==> src/design/scrq_pkg.sv <==
// ----------------------------------------------------------------------------
// scrq_pkg
// shared types and constants of the sound command ring queue
// ----------------------------------------------------------------------------
package scrq_pkg;

    localparam int CODE_W  = 16;
    localparam int COUNT_W = 8;
    localparam int OUT6_W  = 6;
    localparam int CFG_IDX_W = 2;

    localparam logic [CODE_W-1:0] RESET_LOWER = 16'h0100;
    localparam logic [CODE_W-1:0] RESET_UPPER = 16'h1F00;
    localparam logic [CODE_W-1:0] EMPTY_CODE  = 16'h0000;

    localparam logic OP_PUSH = 1'b0;
    localparam logic OP_PULL = 1'b1;

    typedef enum logic [CFG_IDX_W-1:0] {
        REG_LOWER_LIMIT = 2'd0,
        REG_UPPER_LIMIT = 2'd1
    } reg_idx_t;

    typedef enum logic [1:0] {
        ST_IDLE,
        ST_EVAL,
        ST_WRITE,
        ST_RESP
    } state_t;

    // controller to datapath
    typedef struct packed {
        logic load;
        logic pull_read;
        logic mark_empty;
        logic write_copy;
    } cmd_t;

    // datapath to controller
    typedef struct packed {
        logic is_pull;
        logic empty;
        logic full;
        logic in_limits;
        logic count_zero;
        logic last_copy;
    } status_t;

endpackage

==> src/design/scrq_ctrl.sv <==
// ----------------------------------------------------------------------------
// scrq_ctrl
// item sequencer: evaluate, write copies one per cycle, present the result
// ----------------------------------------------------------------------------
module scrq_ctrl (
    input  logic              clk,
    input  logic              rst_n,
    input  logic              start,
    input  scrq_pkg::status_t status,
    output scrq_pkg::cmd_t    cmd,
    output logic              busy,
    output logic              done
);
    import scrq_pkg::*;

    state_t state_reg;
    state_t state_next;

    always_ff @(posedge clk or negedge rst_n)
    begin
        if (!rst_n)
        begin
            state_reg <= ST_IDLE;
        end
        else
        begin
            state_reg <= state_next;
        end
    end

    always_comb
    begin
        state_next = state_reg;
        case (state_reg)
            ST_IDLE:
            begin
                if (start)
                begin
                    state_next = ST_EVAL;
                end
            end
            ST_EVAL:
            begin
                if (status.is_pull || status.full || !status.in_limits || status.count_zero)
                begin
                    state_next = ST_RESP;
                end
                else
                begin
                    state_next = ST_WRITE;
                end
            end
            ST_WRITE:
            begin
                if (status.last_copy)
                begin
                    state_next = ST_RESP;
                end
            end
            ST_RESP:
            begin
                state_next = ST_IDLE;
            end
            default:
            begin
                state_next = ST_IDLE;
            end
        endcase
    end

    always_comb
    begin
        cmd  = '0;
        busy = 1'b1;
        done = 1'b0;
        case (state_reg)
            ST_IDLE:
            begin
                busy     = 1'b0;
                cmd.load = start;
            end
            ST_EVAL:
            begin
                // pull: registered read of the oldest entry, or flag empty
                cmd.pull_read  = status.is_pull && !status.empty;
                cmd.mark_empty = status.is_pull && status.empty;
            end
            ST_WRITE:
            begin
                cmd.write_copy = 1'b1;
            end
            ST_RESP:
            begin
                done = 1'b1;
            end
            default:
            begin
                busy = 1'b1;
            end
        endcase
    end

endmodule

==> src/design/scrq_datapath.sv <==
// ----------------------------------------------------------------------------
// scrq_datapath
// entry memory, ring indices, limit registers and result fields
// ----------------------------------------------------------------------------
module scrq_datapath #(
    parameter int DEPTH = 64
) (
    input  logic                                clk,
    input  logic                                rst_n,
    input  scrq_pkg::cmd_t                      cmd,
    output scrq_pkg::status_t                   status,
    input  logic                                op,
    input  logic [scrq_pkg::CODE_W-1:0]         sound_code,
    input  logic [scrq_pkg::COUNT_W-1:0]        repeat_count,
    input  logic                                cfg_we,
    input  logic [scrq_pkg::CFG_IDX_W-1:0]      cfg_index,
    input  logic [scrq_pkg::CODE_W-1:0]         cfg_data,
    output logic [scrq_pkg::CODE_W-1:0]         pulled_code,
    output logic                                queue_was_empty,
    output logic [scrq_pkg::OUT6_W-1:0]         copies_written,
    output logic [scrq_pkg::OUT6_W-1:0]         free_space
);
    import scrq_pkg::*;

    localparam int IW = $clog2(DEPTH);
    localparam int FW = (IW > OUT6_W) ? IW : OUT6_W;
    localparam logic [IW-1:0] LAST_SLOT = IW'(DEPTH - 1);
    localparam logic [IW:0]   DEPTH_W   = (IW + 1)'(DEPTH);

    logic [CODE_W-1:0] entry_mem [DEPTH];
    logic [CODE_W-1:0] rdata_reg;

    logic [IW-1:0]      rd_idx_reg,  rd_idx_next;
    logic [IW-1:0]      wr_idx_reg,  wr_idx_next;
    logic [CODE_W-1:0]  lower_reg,   lower_next;
    logic [CODE_W-1:0]  upper_reg,   upper_next;
    logic               op_reg,      op_next;
    logic [CODE_W-1:0]  code_reg,    code_next;
    logic [COUNT_W-1:0] left_reg,    left_next;
    logic [COUNT_W-1:0] written_reg, written_next;
    logic               pull_ok_reg, pull_ok_next;
    logic               empty_reg,   empty_next;

    logic [IW:0]   used_diff;
    logic [IW-1:0] used;
    logic [IW-1:0] free;
    logic [FW-1:0] free_ext;

    // occupancy from the two indices, wrapping at DEPTH
    always_comb
    begin
        if (wr_idx_reg >= rd_idx_reg)
        begin
            used_diff = {1'b0, wr_idx_reg} - {1'b0, rd_idx_reg};
        end
        else
        begin
            used_diff = {1'b0, wr_idx_reg} + DEPTH_W - {1'b0, rd_idx_reg};
        end
        used = used_diff[IW-1:0];
        free = LAST_SLOT - used;
    end

    always_comb
    begin
        status.is_pull    = (op_reg == OP_PULL);
        status.empty      = (rd_idx_reg == wr_idx_reg);
        status.full       = (free == '0);
        status.in_limits  = (code_reg >= lower_reg) && (code_reg <= upper_reg);
        status.count_zero = (left_reg == '0);
        status.last_copy  = (left_reg == COUNT_W'(1)) || (free == IW'(1));
    end

    always_comb
    begin
        rd_idx_next  = rd_idx_reg;
        wr_idx_next  = wr_idx_reg;
        lower_next   = lower_reg;
        upper_next   = upper_reg;
        op_next      = op_reg;
        code_next    = code_reg;
        left_next    = left_reg;
        written_next = written_reg;
        pull_ok_next = pull_ok_reg;
        empty_next   = empty_reg;

        if (cfg_we)
        begin
            case (cfg_index)
                REG_LOWER_LIMIT: lower_next = cfg_data;
                REG_UPPER_LIMIT: upper_next = cfg_data;
                default:         lower_next = lower_reg;
            endcase
        end

        if (cmd.load)
        begin
            op_next      = op;
            code_next    = sound_code;
            left_next    = repeat_count;
            written_next = '0;
            pull_ok_next = 1'b0;
            empty_next   = 1'b0;
        end

        if (cmd.mark_empty)
        begin
            empty_next = 1'b1;
        end

        if (cmd.pull_read)
        begin
            pull_ok_next = 1'b1;
            rd_idx_next  = (rd_idx_reg == LAST_SLOT) ? '0 : rd_idx_reg + IW'(1);
        end

        if (cmd.write_copy)
        begin
            wr_idx_next  = (wr_idx_reg == LAST_SLOT) ? '0 : wr_idx_reg + IW'(1);
            left_next    = left_reg - COUNT_W'(1);
            written_next = written_reg + COUNT_W'(1);
        end
    end

    always_ff @(posedge clk or negedge rst_n)
    begin
        if (!rst_n)
        begin
            rd_idx_reg  <= '0;
            wr_idx_reg  <= '0;
            lower_reg   <= RESET_LOWER;
            upper_reg   <= RESET_UPPER;
            op_reg      <= OP_PUSH;
            pull_ok_reg <= 1'b0;
            empty_reg   <= 1'b0;
        end
        else
        begin
            rd_idx_reg  <= rd_idx_next;
            wr_idx_reg  <= wr_idx_next;
            lower_reg   <= lower_next;
            upper_reg   <= upper_next;
            op_reg      <= op_next;
            pull_ok_reg <= pull_ok_next;
            empty_reg   <= empty_next;
        end
    end

    // payload registers
    always_ff @(posedge clk)
    begin
        code_reg    <= code_next;
        left_reg    <= left_next;
        written_reg <= written_next;
    end

    // entry memory: one write port, one registered read port
    always_ff @(posedge clk)
    begin
        if (cmd.write_copy)
        begin
            entry_mem[wr_idx_reg] <= code_reg;
        end
        if (cmd.pull_read)
        begin
            rdata_reg <= entry_mem[rd_idx_reg];
        end
    end

    // free count widened or kept, then its low six bits reported
    assign free_ext = FW'(free);

    assign pulled_code     = pull_ok_reg ? rdata_reg : EMPTY_CODE;
    assign queue_was_empty = empty_reg;
    assign copies_written  = written_reg[OUT6_W-1:0];
    assign free_space      = free_ext[OUT6_W-1:0];

endmodule

==> src/design/sound_command_ring_queue.sv <==
// ----------------------------------------------------------------------------
// sound_command_ring_queue
// ring queue of 16-bit sound codes with repeat pushes and limit checks
// ----------------------------------------------------------------------------
//
// channel   signals                                       direction  handshake
// -------   --------------------------------------------  ---------  ----------------
// command   start, op, sound_code, repeat_count, busy     in         start && !busy
// result    done, pulled_code, queue_was_empty,           out        done, one cycle
//           copies_written, free_space
// config    cfg_valid, cfg_ready, cfg_index, cfg_data     in         cfg_valid && cfg_ready
//
// a pull or a push that writes nothing goes through the evaluate and result
// states before the next possible start; a push that writes n copies also runs
// the copy loop, which writes one entry a cycle through the single memory port
// done is high in the result state; busy falls in the cycle after it
// reset clears indices and restores the limits; memory contents are left as is
// the result cannot be stalled, and config writes are always ready
//
module sound_command_ring_queue #(
    parameter int DEPTH = 64
) (
    input  logic                                clk,
    input  logic                                rst_n,
    input  logic                                start,
    output logic                                busy,
    input  logic                                op,
    input  logic [scrq_pkg::CODE_W-1:0]         sound_code,
    input  logic [scrq_pkg::COUNT_W-1:0]        repeat_count,
    output logic                                done,
    output logic [scrq_pkg::CODE_W-1:0]         pulled_code,
    output logic                                queue_was_empty,
    output logic [scrq_pkg::OUT6_W-1:0]         copies_written,
    output logic [scrq_pkg::OUT6_W-1:0]         free_space,
    input  logic                                cfg_valid,
    output logic                                cfg_ready,
    input  logic [scrq_pkg::CFG_IDX_W-1:0]      cfg_index,
    input  logic [scrq_pkg::CODE_W-1:0]         cfg_data
);
    import scrq_pkg::*;

    cmd_t    cmd;
    status_t status;

    // limits can be written at any time, no back-pressure needed
    assign cfg_ready = 1'b1;

    // sequencer: idle, evaluate the item, copy loop, result cycle
    scrq_ctrl u_ctrl (
        .clk    (clk),
        .rst_n  (rst_n),
        .start  (start),
        .status (status),
        .cmd    (cmd),
        .busy   (busy),
        .done   (done)
    );

    // memory, indices, limits and result fields
    scrq_datapath #(
        .DEPTH (DEPTH)
    ) u_datapath (
        .clk             (clk),
        .rst_n           (rst_n),
        .cmd             (cmd),
        .status          (status),
        .op              (op),
        .sound_code      (sound_code),
        .repeat_count    (repeat_count),
        .cfg_we          (cfg_valid && cfg_ready),
        .cfg_index       (cfg_index),
        .cfg_data        (cfg_data),
        .pulled_code     (pulled_code),
        .queue_was_empty (queue_was_empty),
        .copies_written  (copies_written),
        .free_space      (free_space)
    );

endmodule

==> config.mk <==
export PLATFORM = sky130hd
export DESIGN_NAME = sound_command_ring_queue
export DESIGN_NICKNAME = d
export VERILOG_FILES = /design/src/design/scrq_pkg.sv /design/src/design/scrq_ctrl.sv /design/src/design/scrq_datapath.sv /design/src/design/sound_command_ring_queue.sv
export SDC_FILE = /design/constraint.sdc
export NUM_CORES = 1
export LEC_CHECK = 0
export BUFFER_PORTS_ARGS = -buffer_cell sky130_fd_sc_hd__buf_2
export CORE_MARGIN = 1
export CORE_UTILIZATION = 30
export CTS_BUF_LIST = sky130_fd_sc_hd__clkbuf_2
export CTS_CLUSTER_DIAMETER = 200
export DETAILED_ROUTE_END_ITERATION = 10
export PLACE_DENSITY = 0.54
export SLEW_MARGIN = 5
export SYNTH_ARGS = -nofsm -noshare
export SYNTH_HDL_FRONTEND = slang
export SYNTH_SLANG_ARGS = --single-unit
==> constraint.sdc <==
create_clock -name clk -period 3 [get_ports clk]
set_input_delay 0.45 -clock clk [delete_from_list [all_inputs] [get_ports clk]]
set_output_delay 0.45 -clock clk [all_outputs]
set_load 0.02 [all_outputs]
==> run metrics, run 1 <==
asr flop ratio synth 0.04379; hold path startpoint sound_code[2]; delay-heaviest family, CP adder cells; final instance count without filler cells 4,718; Pwr Density 851.3 mW/mm²; crit path launch type flip-flop; Stages on worst setup path 7; final setup vio count 6; Vias/cell 4.893; Leak Pwr 0.01747 µW; sequential-to-total area share from yosys stat 0.7592; number of synthesized register bits 1,119; share of layout cells above drive strength 1 0.3971; nets@finish 2,692; critical path required time 2.55 ns; syn avg cell area 21.87 µm²; clk sink count 1,119; Core Box Area 0.1456 mm²; Fmax 273.1 MHz; H-tree depth 5; Net Sw Frac 0.3228; Int Power 30,160 µW; Hold Crit Class in2reg; Antenna Nets Post-Route 0; Fillers 13.52k; DP HPWL 66,330 µm; post-synthesis cell count 2,009; failing checks setup timing; worst slew pin tran 0.9979 ns; Critical Path Max Stage Delay 0.47 ns; crit path DAT 3.21 ns; Setup Skew 0.1872 ns; largest net degree at the start of global routing 70; Post-synth top flop edfxtp_1; root buffer cell clkbuf_2; GP Congestion 0.7864; total grt overflow 0; Initial DRC Count 2,258; Clock Power Share 0.240; reg2reg path depth 7; slew margin rel. 0.3348; number of top-level pins 79; Slowest cell on crit path dfrtp_4; chip height 384.7 µm; later-pin clock latency in the skew report 1.58 ns; post-synth cell types 50; CP Capture Type primary output; final hold vios 0; Longest Clk Path Bufs 4; vias in the first global route 24.45k; Post-Place Cells 4,064; Post-synth EDFFs 1,070; Net Sw Power 14,380 µW; area grow syn2layout 19.07%; max-slew violations 0; Post-Route WL 116,600 µm; full die area 0.1480 mm²; CTS Buf Count 303; kind of critical path reg2out; Initial Util 0.3019; register area 0.03338 mm²; CP max FO 2; critical-path cell list ha_4 -> inv_2 -> fa_2 -> a21o_1 -> a21oi_2 -> xor2_1 -> buf_4; Worst Path Buf+Inv 2; Syn Nets 2,104; Clock Pin Slew Worst Setup and Hold Paths 0.12 ns; WL/cell 24.71 µm; Ys Warns 0; initial antenna violation count 11; RSZ-0062 raised after global routing true; GRT Overall Usage 0.1585; I/O Buffers 77; Reg with most FFs u_datapath.entry_mem; Post-Syn Area 0.04394 mm²; post-route clock period utilization 1.221; Total Neg Setup Slack -2.401 ns; DRC 0; vias 23.09k; Flop pwr share 0.426; drt pass-1 iters 5; worst hold margin 0.2472 ns; hold path cells 3; worst slack at placement -0.4060 ns; CP startpoint u_datapath.rd_idx_reg[0]$_DFFE_PN0P_; first-pass GRT wire length 167,500 µm; die width 384.7 µm; maximum vdd drop 0.5018 mV; Final Worst Setup Slack -0.6617 ns; Comb power frac 0.334; max-cap violations 0; Final Util 0.3595; minimum clock period 3.662 ns; RR Startpoint u_datapath.rd_idx_reg[0]$_DFFE_PN0P_; status finished with violations; Cell Rows 140; flop2flop setup slack -0.01 ns; CTS tree yes; max FFs per register 1,024; multi-input logic area 0.01016 mm²
[cell type report]
class,count,share of cell area
Sequential cell,1119,0.6379
Multi-Input combinational cell,748,0.1943
Timing Repair Buffer,380,0.06729
Tap cell,1917,0.04584
Clock buffer,427,0.04084
Clock inverter,74,0.01007
Inverter,45,0.003396
Antenna cell,8,0.0003826
[synthesized netlist by cell type, types with 2 or more instances]
cell	instances	area share
a22oi_1	30	0.0051
o21ai_0	24	0.0027
buf_2	35	0.0040
nor4_1	5	0.00071
mux2_2	22	0.0056
inv_1	44	0.0038
and3_1	2	0.00028
a21oi_1	26	0.0030
edfxtp_1	1070	0.73
xor2_1	5	0.0010
o22ai_1	2	0.00028
nand3b_1	5	0.00085
nor3_1	5	0.00057
a211oi_1	4	0.00068
a21o_1	4	0.00068
mux4_2	318	0.16
nor2_1	84	0.0072
buf_1	10	0.00085
o21a_1	3	0.00051
dfstp_2	6	0.0036
clkbuf_1	47	0.0040
nand2b_1	4	0.00057
a31oi_1	4	0.00057
or3_1	2	0.00028
and2_1	22	0.0031
o31ai_1	2	0.00034
nand4_1	11	0.0016
nand2_1	65	0.0056
a41oi_1	2	0.00040
buf_6	4	0.0010
o211ai_1	3	0.00051
dfrtp_1	43	0.024
nand3_1	13	0.0015
nor2b_1	7	0.0010
mux2i_1	2	0.00046
ha_1	47	0.013
xnor2_1	14	0.0028
[routing by layer]
metal / GRT usage / share of wire
met4: 0.05240 / 0.022
met1: 0.2158 / 0.43
met3: 0.03581 / 0.071
met2: 0.2509 / 0.48
met5: 0 / 0.00017
[path summary, 6_finish.rpt]
kind / to
setup / recovery: free_space[4]
hold / removal: u_datapath.code_reg[2]$_DFFE_PP_
setup reg to reg: u_datapath.rdata_reg[11]$_DFFE_PP_
hold reg to reg: u_datapath.upper_reg[2]$_DFFE_PN0P_
max in group asynchronous: u_datapath.upper_reg[12]$_DFFE_PN1P_
min in group asynchronous: u_datapath.upper_reg[1]$_DFFE_PN0P_
[cell families after synthesis]
group / Yosys count / share of synthesized area
other: 1 / 0.00008533
multiplexers: 342 / 0.1691
XOR/XNOR: 20 / 0.004328
adder cells (fa/ha/maj): 48 / 0.01384
buffers and inverters: 142 / 0.01389
AO/OA/AOI/OAI: 109 / 0.01580
flip-flops: 1119 / 0.7592
AND/OR/NAND/NOR: 228 / 0.02375
[tightest hold or removal path: cells and delay by family]
family / cells / cell delay (ns)
buffers and inverters: 3 / 1.14
[timing repair]
action                                  4_1_cts  5_1_grt
hold endpoints to repair                    140        0
resized for setup                            85       16
setup buffers                                16       16
endpoints found under the setup margin       29       20
gates cloned                                  0        1
pin swaps                                    14        5
hold buffers                                113        0
[cells in the final DEF, fill, tap and decap left out, types with 29 or more instances in the layout]
cell | synthesis | layout
nand2_1 | 65 | 64
edfxtp_1 | 1070 | 1070
clkbuf_2 | 0 | 427
ha_1 | 47 | 43
buf_2 | 35 | 54
dlygate4sd3_1 | 0 | 112
dfrtp_1 | 43 | 38
buf_4 | 1 | 159
nor2_1 | 84 | 82
mux4_2 | 318 | 318
inv_1 | 44 | 39
clkinv_1 | 1 | 56
buf_12 | 0 | 29
[per-stage QoR]
step	instance area, µm²	total power [µW]
after floorplan	43950	27830
after global placement	47840	32750
after detailed placement	47840	33000
after CTS	52060	44580
after global routing	52310	46700
final	52320	44540
[power by group through the flow]
stage	Sequential [µW]	Combinational (µW)	Clock [µW]
after floorplan	19400	8390	0
after global placement	19300	13400	0
after detailed placement	19400	13600	0
after CTS	19000	14600	11000
after global routing	19000	15900	11800
final	19000	14900	10700
No activity file was read; power rests on OpenSTA's default activity.
==> run 2: changes to the inputs <==
Settings changed: SYNTH_HIERARCHICAL set to 1.
==> run metrics, run 2 <==
RSZ-0062 raised after global routing true; GRT Overall Usage 0.1658; Final Power 43,800 µW; total grt overflow 0; Post-Route WL 121,700 µm; first-pass GRT wire length 176,800 µm; GP Congestion 0.8889; Critical Path Max Stage Delay 0.44 ns; commonest non-fill, non-tap cell in the layout edfxtp_1; final hold vios 0; dominant cell type by area after synthesis edfxtp_1; vias 24.01k; Fmax 265.0 MHz; Int Power 28,850 µW; post-synth cell types 59; failing checks setup timing; kind of critical path reg2out; Post-synth EDFFs 1,070; maximum vdd drop 0.5565 mV; DP HPWL 77,220 µm; chip height 384.8 µm; Initial DRC Count 2,293; Ys Warns 6; Worst Path Buf+Inv 2; nets@finish 2,853; crit path launch type flip-flop; most frequent cell after synthesis edfxtp_1; hold path startpoint cfg_data[1]; Flop pwr share 0.424; Post-Syn Area 0.04396 mm²; status finished with violations; post-synthesis cell count 2,152; crit path DAT 3.32 ns; Fillers 13.64k; max-slew violations 0; root buffer cell clkbuf_2; Clock Power Share 0.225; share of layout cells above drive strength 1 0.3691; max FFs per register 1,024; Slowest cell on crit path dfrtp_1; Net Sw Power 14,940 µW; multi-input logic area 0.01007 mm²; Longest Clk Path Bufs 4; Total Neg Setup Slack -3.038 ns; CTS tree yes; worst slack at placement -0.07195 ns; Core Box Area 0.1456 mm²; RR Startpoint u_datapath/rd_idx_reg[0]$_DFFE_PN0P_; Vias/cell 4.942; critical path required time 2.55 ns; Reg with most FFs u_datapath/entry_mem; full die area 0.1481 mm²; Pwr Density 840.4 mW/mm²; asr flop ratio synth 0.04379; Commonest cells post-synth 1,070 x edfxtp_1, 250 x mux4_2, 102 x nor2_1; hold path cells 4; worst slew pin tran 1.034 ns; Comb power frac 0.351; Final Worst Setup Slack -0.7742 ns; CTS Buf Count 299; Antenna Nets Post-Route 0; Net Sw Frac 0.3412; critical-path cell list ha_1 -> nor2b_1 -> o21ai_2 -> a21o_1 -> a211oi_2 -> buf_4 -> buf_6; post-route clock period utilization 1.258; Post-synth top flop edfxtp_1; sequential-to-total area share from yosys stat 0.7589; flop2flop setup slack 0.09 ns; synth top area cells edfxtp_1 73%, mux4_2 13%, dfrtp_1 2.4%; max-cap violations 0; minimum clock period 3.774 ns; syn avg cell area 20.43 µm²; number of synthesized register bits 1,119; number of top-level pins 79; reg2reg path depth 10; Leak Pwr 0.01757 µW; H-tree depth 5; DRC 0; Setup Skew 0.1649 ns; Initial Util 0.3020; Cell Rows 140; area grow syn2layout 18.55%; commonest cells after routing, fill and taps aside 1,070 x edfxtp_1, 420 x clkbuf_2, 250 x mux4_2; R2R Path End u_datapath/rdata_reg[7]$_DFFE_PP_; CP startpoint u_datapath/wr_idx_reg[1]$_DFFE_PN0P_; Final Util 0.3580; Clock Pin Slew Worst Setup and Hold Paths 0.10 ns; initial antenna violation count 10; clk sink count 1,119; CP max FO 3; later-pin clock latency in the skew report 1.56 ns; I/O Buffers 77; vias in the first global route 25.66k; slew margin rel. 0.3103; Hold EP u_datapath/upper_reg[1]$_DFFE_PN0P_; Syn Nets 2,247; largest net degree at the start of global routing 66; register area 0.03337 mm²; delay-heaviest family, CP compound AO/OA/AOI/OAI gates; final instance count without filler cells 4,858; CP Capture Type primary output; Hold Crit Class in2reg; final setup vio count 11; die width 384.8 µm; Post-Place Cells 4,238; area share of the largest cell type after synthesis 0.7309; WL/cell 25.06 µm; drt pass-1 iters 5
-- run 2: cell count changes after synthesis, moves of 13 or more --
cell,before,now
mux4_2,318,250
a22oi_1,30,58
a21oi_1,26,52
mux2i_1,2,27
a221oi_1,0,24
a22o_1,0,18
nor2_1,84,102
buf_2,35,22
nor3_1,5,18
-- run 2: kinds of logic (layout without fill, tap and decap cells) --
kind of cell               after synthesis  after routing  synth area share
AOI/OAI and AO/OA                      238            238           0.03774
xor gates and xnor gates                18             18          0.003586
adders and majority gates               48             48           0.01383
buffers and inverters                  164            949           0.01787
DFF                                   1119           1119            0.7589
muxes                                  302            302            0.1406
other                                    1              5        0.00008530
and+or+nand+nor                        262            262           0.02732
-- run 2: per-layer routing --
layer / track usage / vias to the layer above / part of all wire
li1: - / 10260 / -
met4: 0.05401 / 6 / 0.022
met5: 0 / - / 0.00025
met3: 0.03800 / 191 / 0.069
met1: 0.2138 / 12670 / 0.41
met2: 0.2756 / 889 / 0.50
-- run 2: repair_timing --
item,CTS,global route
hold buffers,108,0
hold endpoints to repair,140,0
setup endpoints to repair,26,26
pin swaps,9,7
setup buffers,25,5
resized for setup,115,8
-- run 2: worst min-delay path, stage by stage --
cell and delay [ns]:
dlygate4sd3_1 0.53, buf_2 0.10, dlygate4sd3_1 0.57, mux2_2 0.15
-- run 2: power groups by stage --
stage                     clock network, µW  registers [µW]  logic (µW)
after floorplan                           0           19100        7910
after global placement                    0           18900       14000
after detailed placement                  0           19000       14100
after CTS                             10200           18600       15400
after global routing                  11000           18600       16300
final                                  9850           18600       15400
-- run 2: stage by stage --
step / hold slack [ns] / instance area [µm²]
global placement: 0.4954 / 48030
detailed placement: 0.4968 / 48030
global route: 0.08344 / 52120
floorplan: 0.1544 / 43970
finish: 0.3011 / 52120
CTS: 0.01545 / 52020
-- run 2: worst max path at each step --
stage                                            end  depth (start not counted)
6_report                               free_space[5]                          7
5_1_grt                                free_space[4]                         10
4_1_cts                                free_space[4]                          9
3_5_place_dp      u_datapath/rdata_reg[12]$_DFFE_PP_                          8
3_3_place_gp       u_datapath/rdata_reg[9]$_DFFE_PP_                          7
2_1_floorplan  u_datapath/entry_mem[40][0]$_DFFE_PP_                          6
-- run 2: area by class of cell --
cell class / instances / area share
clock buffers: 420 / 0.04033
flip-flops and latches: 1119 / 0.6403
clock inverters: 60 / 0.005522
inverters: 54 / 0.003985
multi-input cells: 869 / 0.1932
repair buffers: 415 / 0.07039
diodes: 4 / 0.0001921
well taps: 1917 / 0.04602
==> run 3: changes to the inputs <==
Settings changed: CORE_UTILIZATION 30 to 46, GPL_ROUTABILITY_DRIVEN set to 0, PLACE_DENSITY 0.54 to 0.72.
==> run metrics, run 3 (synthesis gave the netlist of run 2 again) <==
status finished with violations; failing checks setup timing; Leak Pwr 0.01714 µW; H-tree depth 5; root buffer cell clkbuf_2; I/O Buffers 77; Clock Pin Slew Worst Setup and Hold Paths 0.11 ns; full die area 0.09681 mm²; max-slew violations 0; maximum vdd drop 0.7998 mV; Vias/cell 5.809; CP Capture Type primary output; share of layout cells above drive strength 1 0.3453; post-route clock period utilization 1.230; Pwr Density 830.3 mW/mm²; slew margin rel. 0.3464; CTS tree yes; final hold vios 0; dpl cell area 0.04689 mm²; Cell Rows 113; final setup vio count 5; worst slew pin tran 0.9780 ns; GRT Overall Usage 0.2251; RSZ-0062 raised after global routing true; Setup Skew 0.2045 ns; crit path DAT 3.24 ns; Core Box Area 0.09487 mm²; kind of critical path reg2out; clk sink count 1,119; total grt overflow 0; final instance count without filler cells 4,137; die width 311.1 µm; DP HPWL 63,990 µm; worst slack at placement -0.07768 ns; commonest non-fill, non-tap cell in the layout edfxtp_1; CP max FO 8; vias 24.03k; largest net degree at the start of global routing 73; vias in the first global route 25.24k; Hold Crit Class in2async; Fmax 271.0 MHz; chip height 311.1 µm; critical path required time 2.55 ns; max-cap violations 0; Initial Util 0.4634; nets@finish 2,788; area grow syn2layout 14.95%; first-pass GRT wire length 159,400 µm; minimum clock period 3.690 ns; Initial DRC Count 2,881; drt pass-1 iters 6; number of top-level pins 79; CTS Buf Count 285; Antenna Nets Post-Route 0; Longest Clk Path Bufs 4; Post-Route WL 108,200 µm; later-pin clock latency in the skew report 1.53 ns; max FFs per register 1,024; Final Worst Setup Slack -0.6904 ns; Reg with most FFs u_datapath/entry_mem; commonest cells after routing, fill and taps aside 1,070 x edfxtp_1, 391 x clkbuf_2, 250 x mux4_2; initial antenna violation count 8; crit path launch type flip-flop; Post-Place Cells 3,557; WL/cell 26.16 µm; post-layout instance area 0.05054 mm²; DRC 0
==> run 3: per-stage QoR <==
stage	hold WS, ns	setup TNS, ns	power [µW]	util
floorplan	0.1544	0	27030	-
global placement	0.4960	0	31570	0.4943
detailed placement	0.4937	-0.07768	31820	0.4943
CTS	0.06474	-3.462	41980	0.5322
global route	0.1853	-3.392	43720	0.5327
finish	0.2140	-2.769	41960	0.5327
==> run 3: layout make-up <==
class,instances,area (µm²)
tap,1265,1583
multi-input combinational,869,9968
timing repair buffer,364,3073
sequential,1119,33370
inverter,54,207.7
clock inverter,70,360.3
clock buffer,391,1957
antenna,5,12.51
fill,7288,44330
==> run 3: path summary, 6_finish.rpt <==
check                                                     start                              endpoint  slack [ns]  cells after the start
hold reg to reg             u_datapath/upper_reg[4]$_DFFE_PN0P_   u_datapath/upper_reg[4]$_DFFE_PN0P_        0.51                      1
max in group asynchronous                                 rst_n   u_datapath/lower_reg[6]$_DFFE_PN0P_        2.39                      4
setup / recovery           u_datapath/rd_idx_reg[5]$_DFFE_PN0P_                         free_space[5]       -0.69                      6
setup reg to reg           u_datapath/rd_idx_reg[0]$_DFFE_PN0P_    u_datapath/rdata_reg[12]$_DFFE_PP_        0.06                      8
min in group clk                                   cfg_index[1]  u_datapath/lower_reg[11]$_DFFE_PN0P_        0.23                      6
hold / removal                                            rst_n    u_datapath/pull_ok_reg$_DFFE_PN0P_        0.21                      4
==> run 3: timing repair <==
item,4_1_cts,5_1_grt
gates resized for setup,50,8
pin swaps,2,1
hold endpoints to repair,140,0
buffers inserted,11,2
setup endpoints to repair,24,11
hold buffers,103,0
==> run 3: routing by layer <==
layer,vias up,track usage,wire length [µm]
met5,-,0,0
met3,213,0.05279,10620
met4,0,0.1074,4093
met2,1404,0.3662,53820
met1,12290,0.2867,39700
li1,10130,-,-
==> run 3: report_power, final <==
group | internal [µW] | switching (µW)
Clock | 3740 | 5780
Combinational | 6040 | 7770
Sequential | 18200 | 395
Total | 28000 | 13900
==> run 3: critical path, cell delays in order (launching register included) <==
cell and delay [ns]:
dfrtp_1 0.54, xor2_1 0.43, nand2_1 0.13, a211oi_1 0.31
a211oi_2 0.08, buf_4 0.15, buf_6 0.13
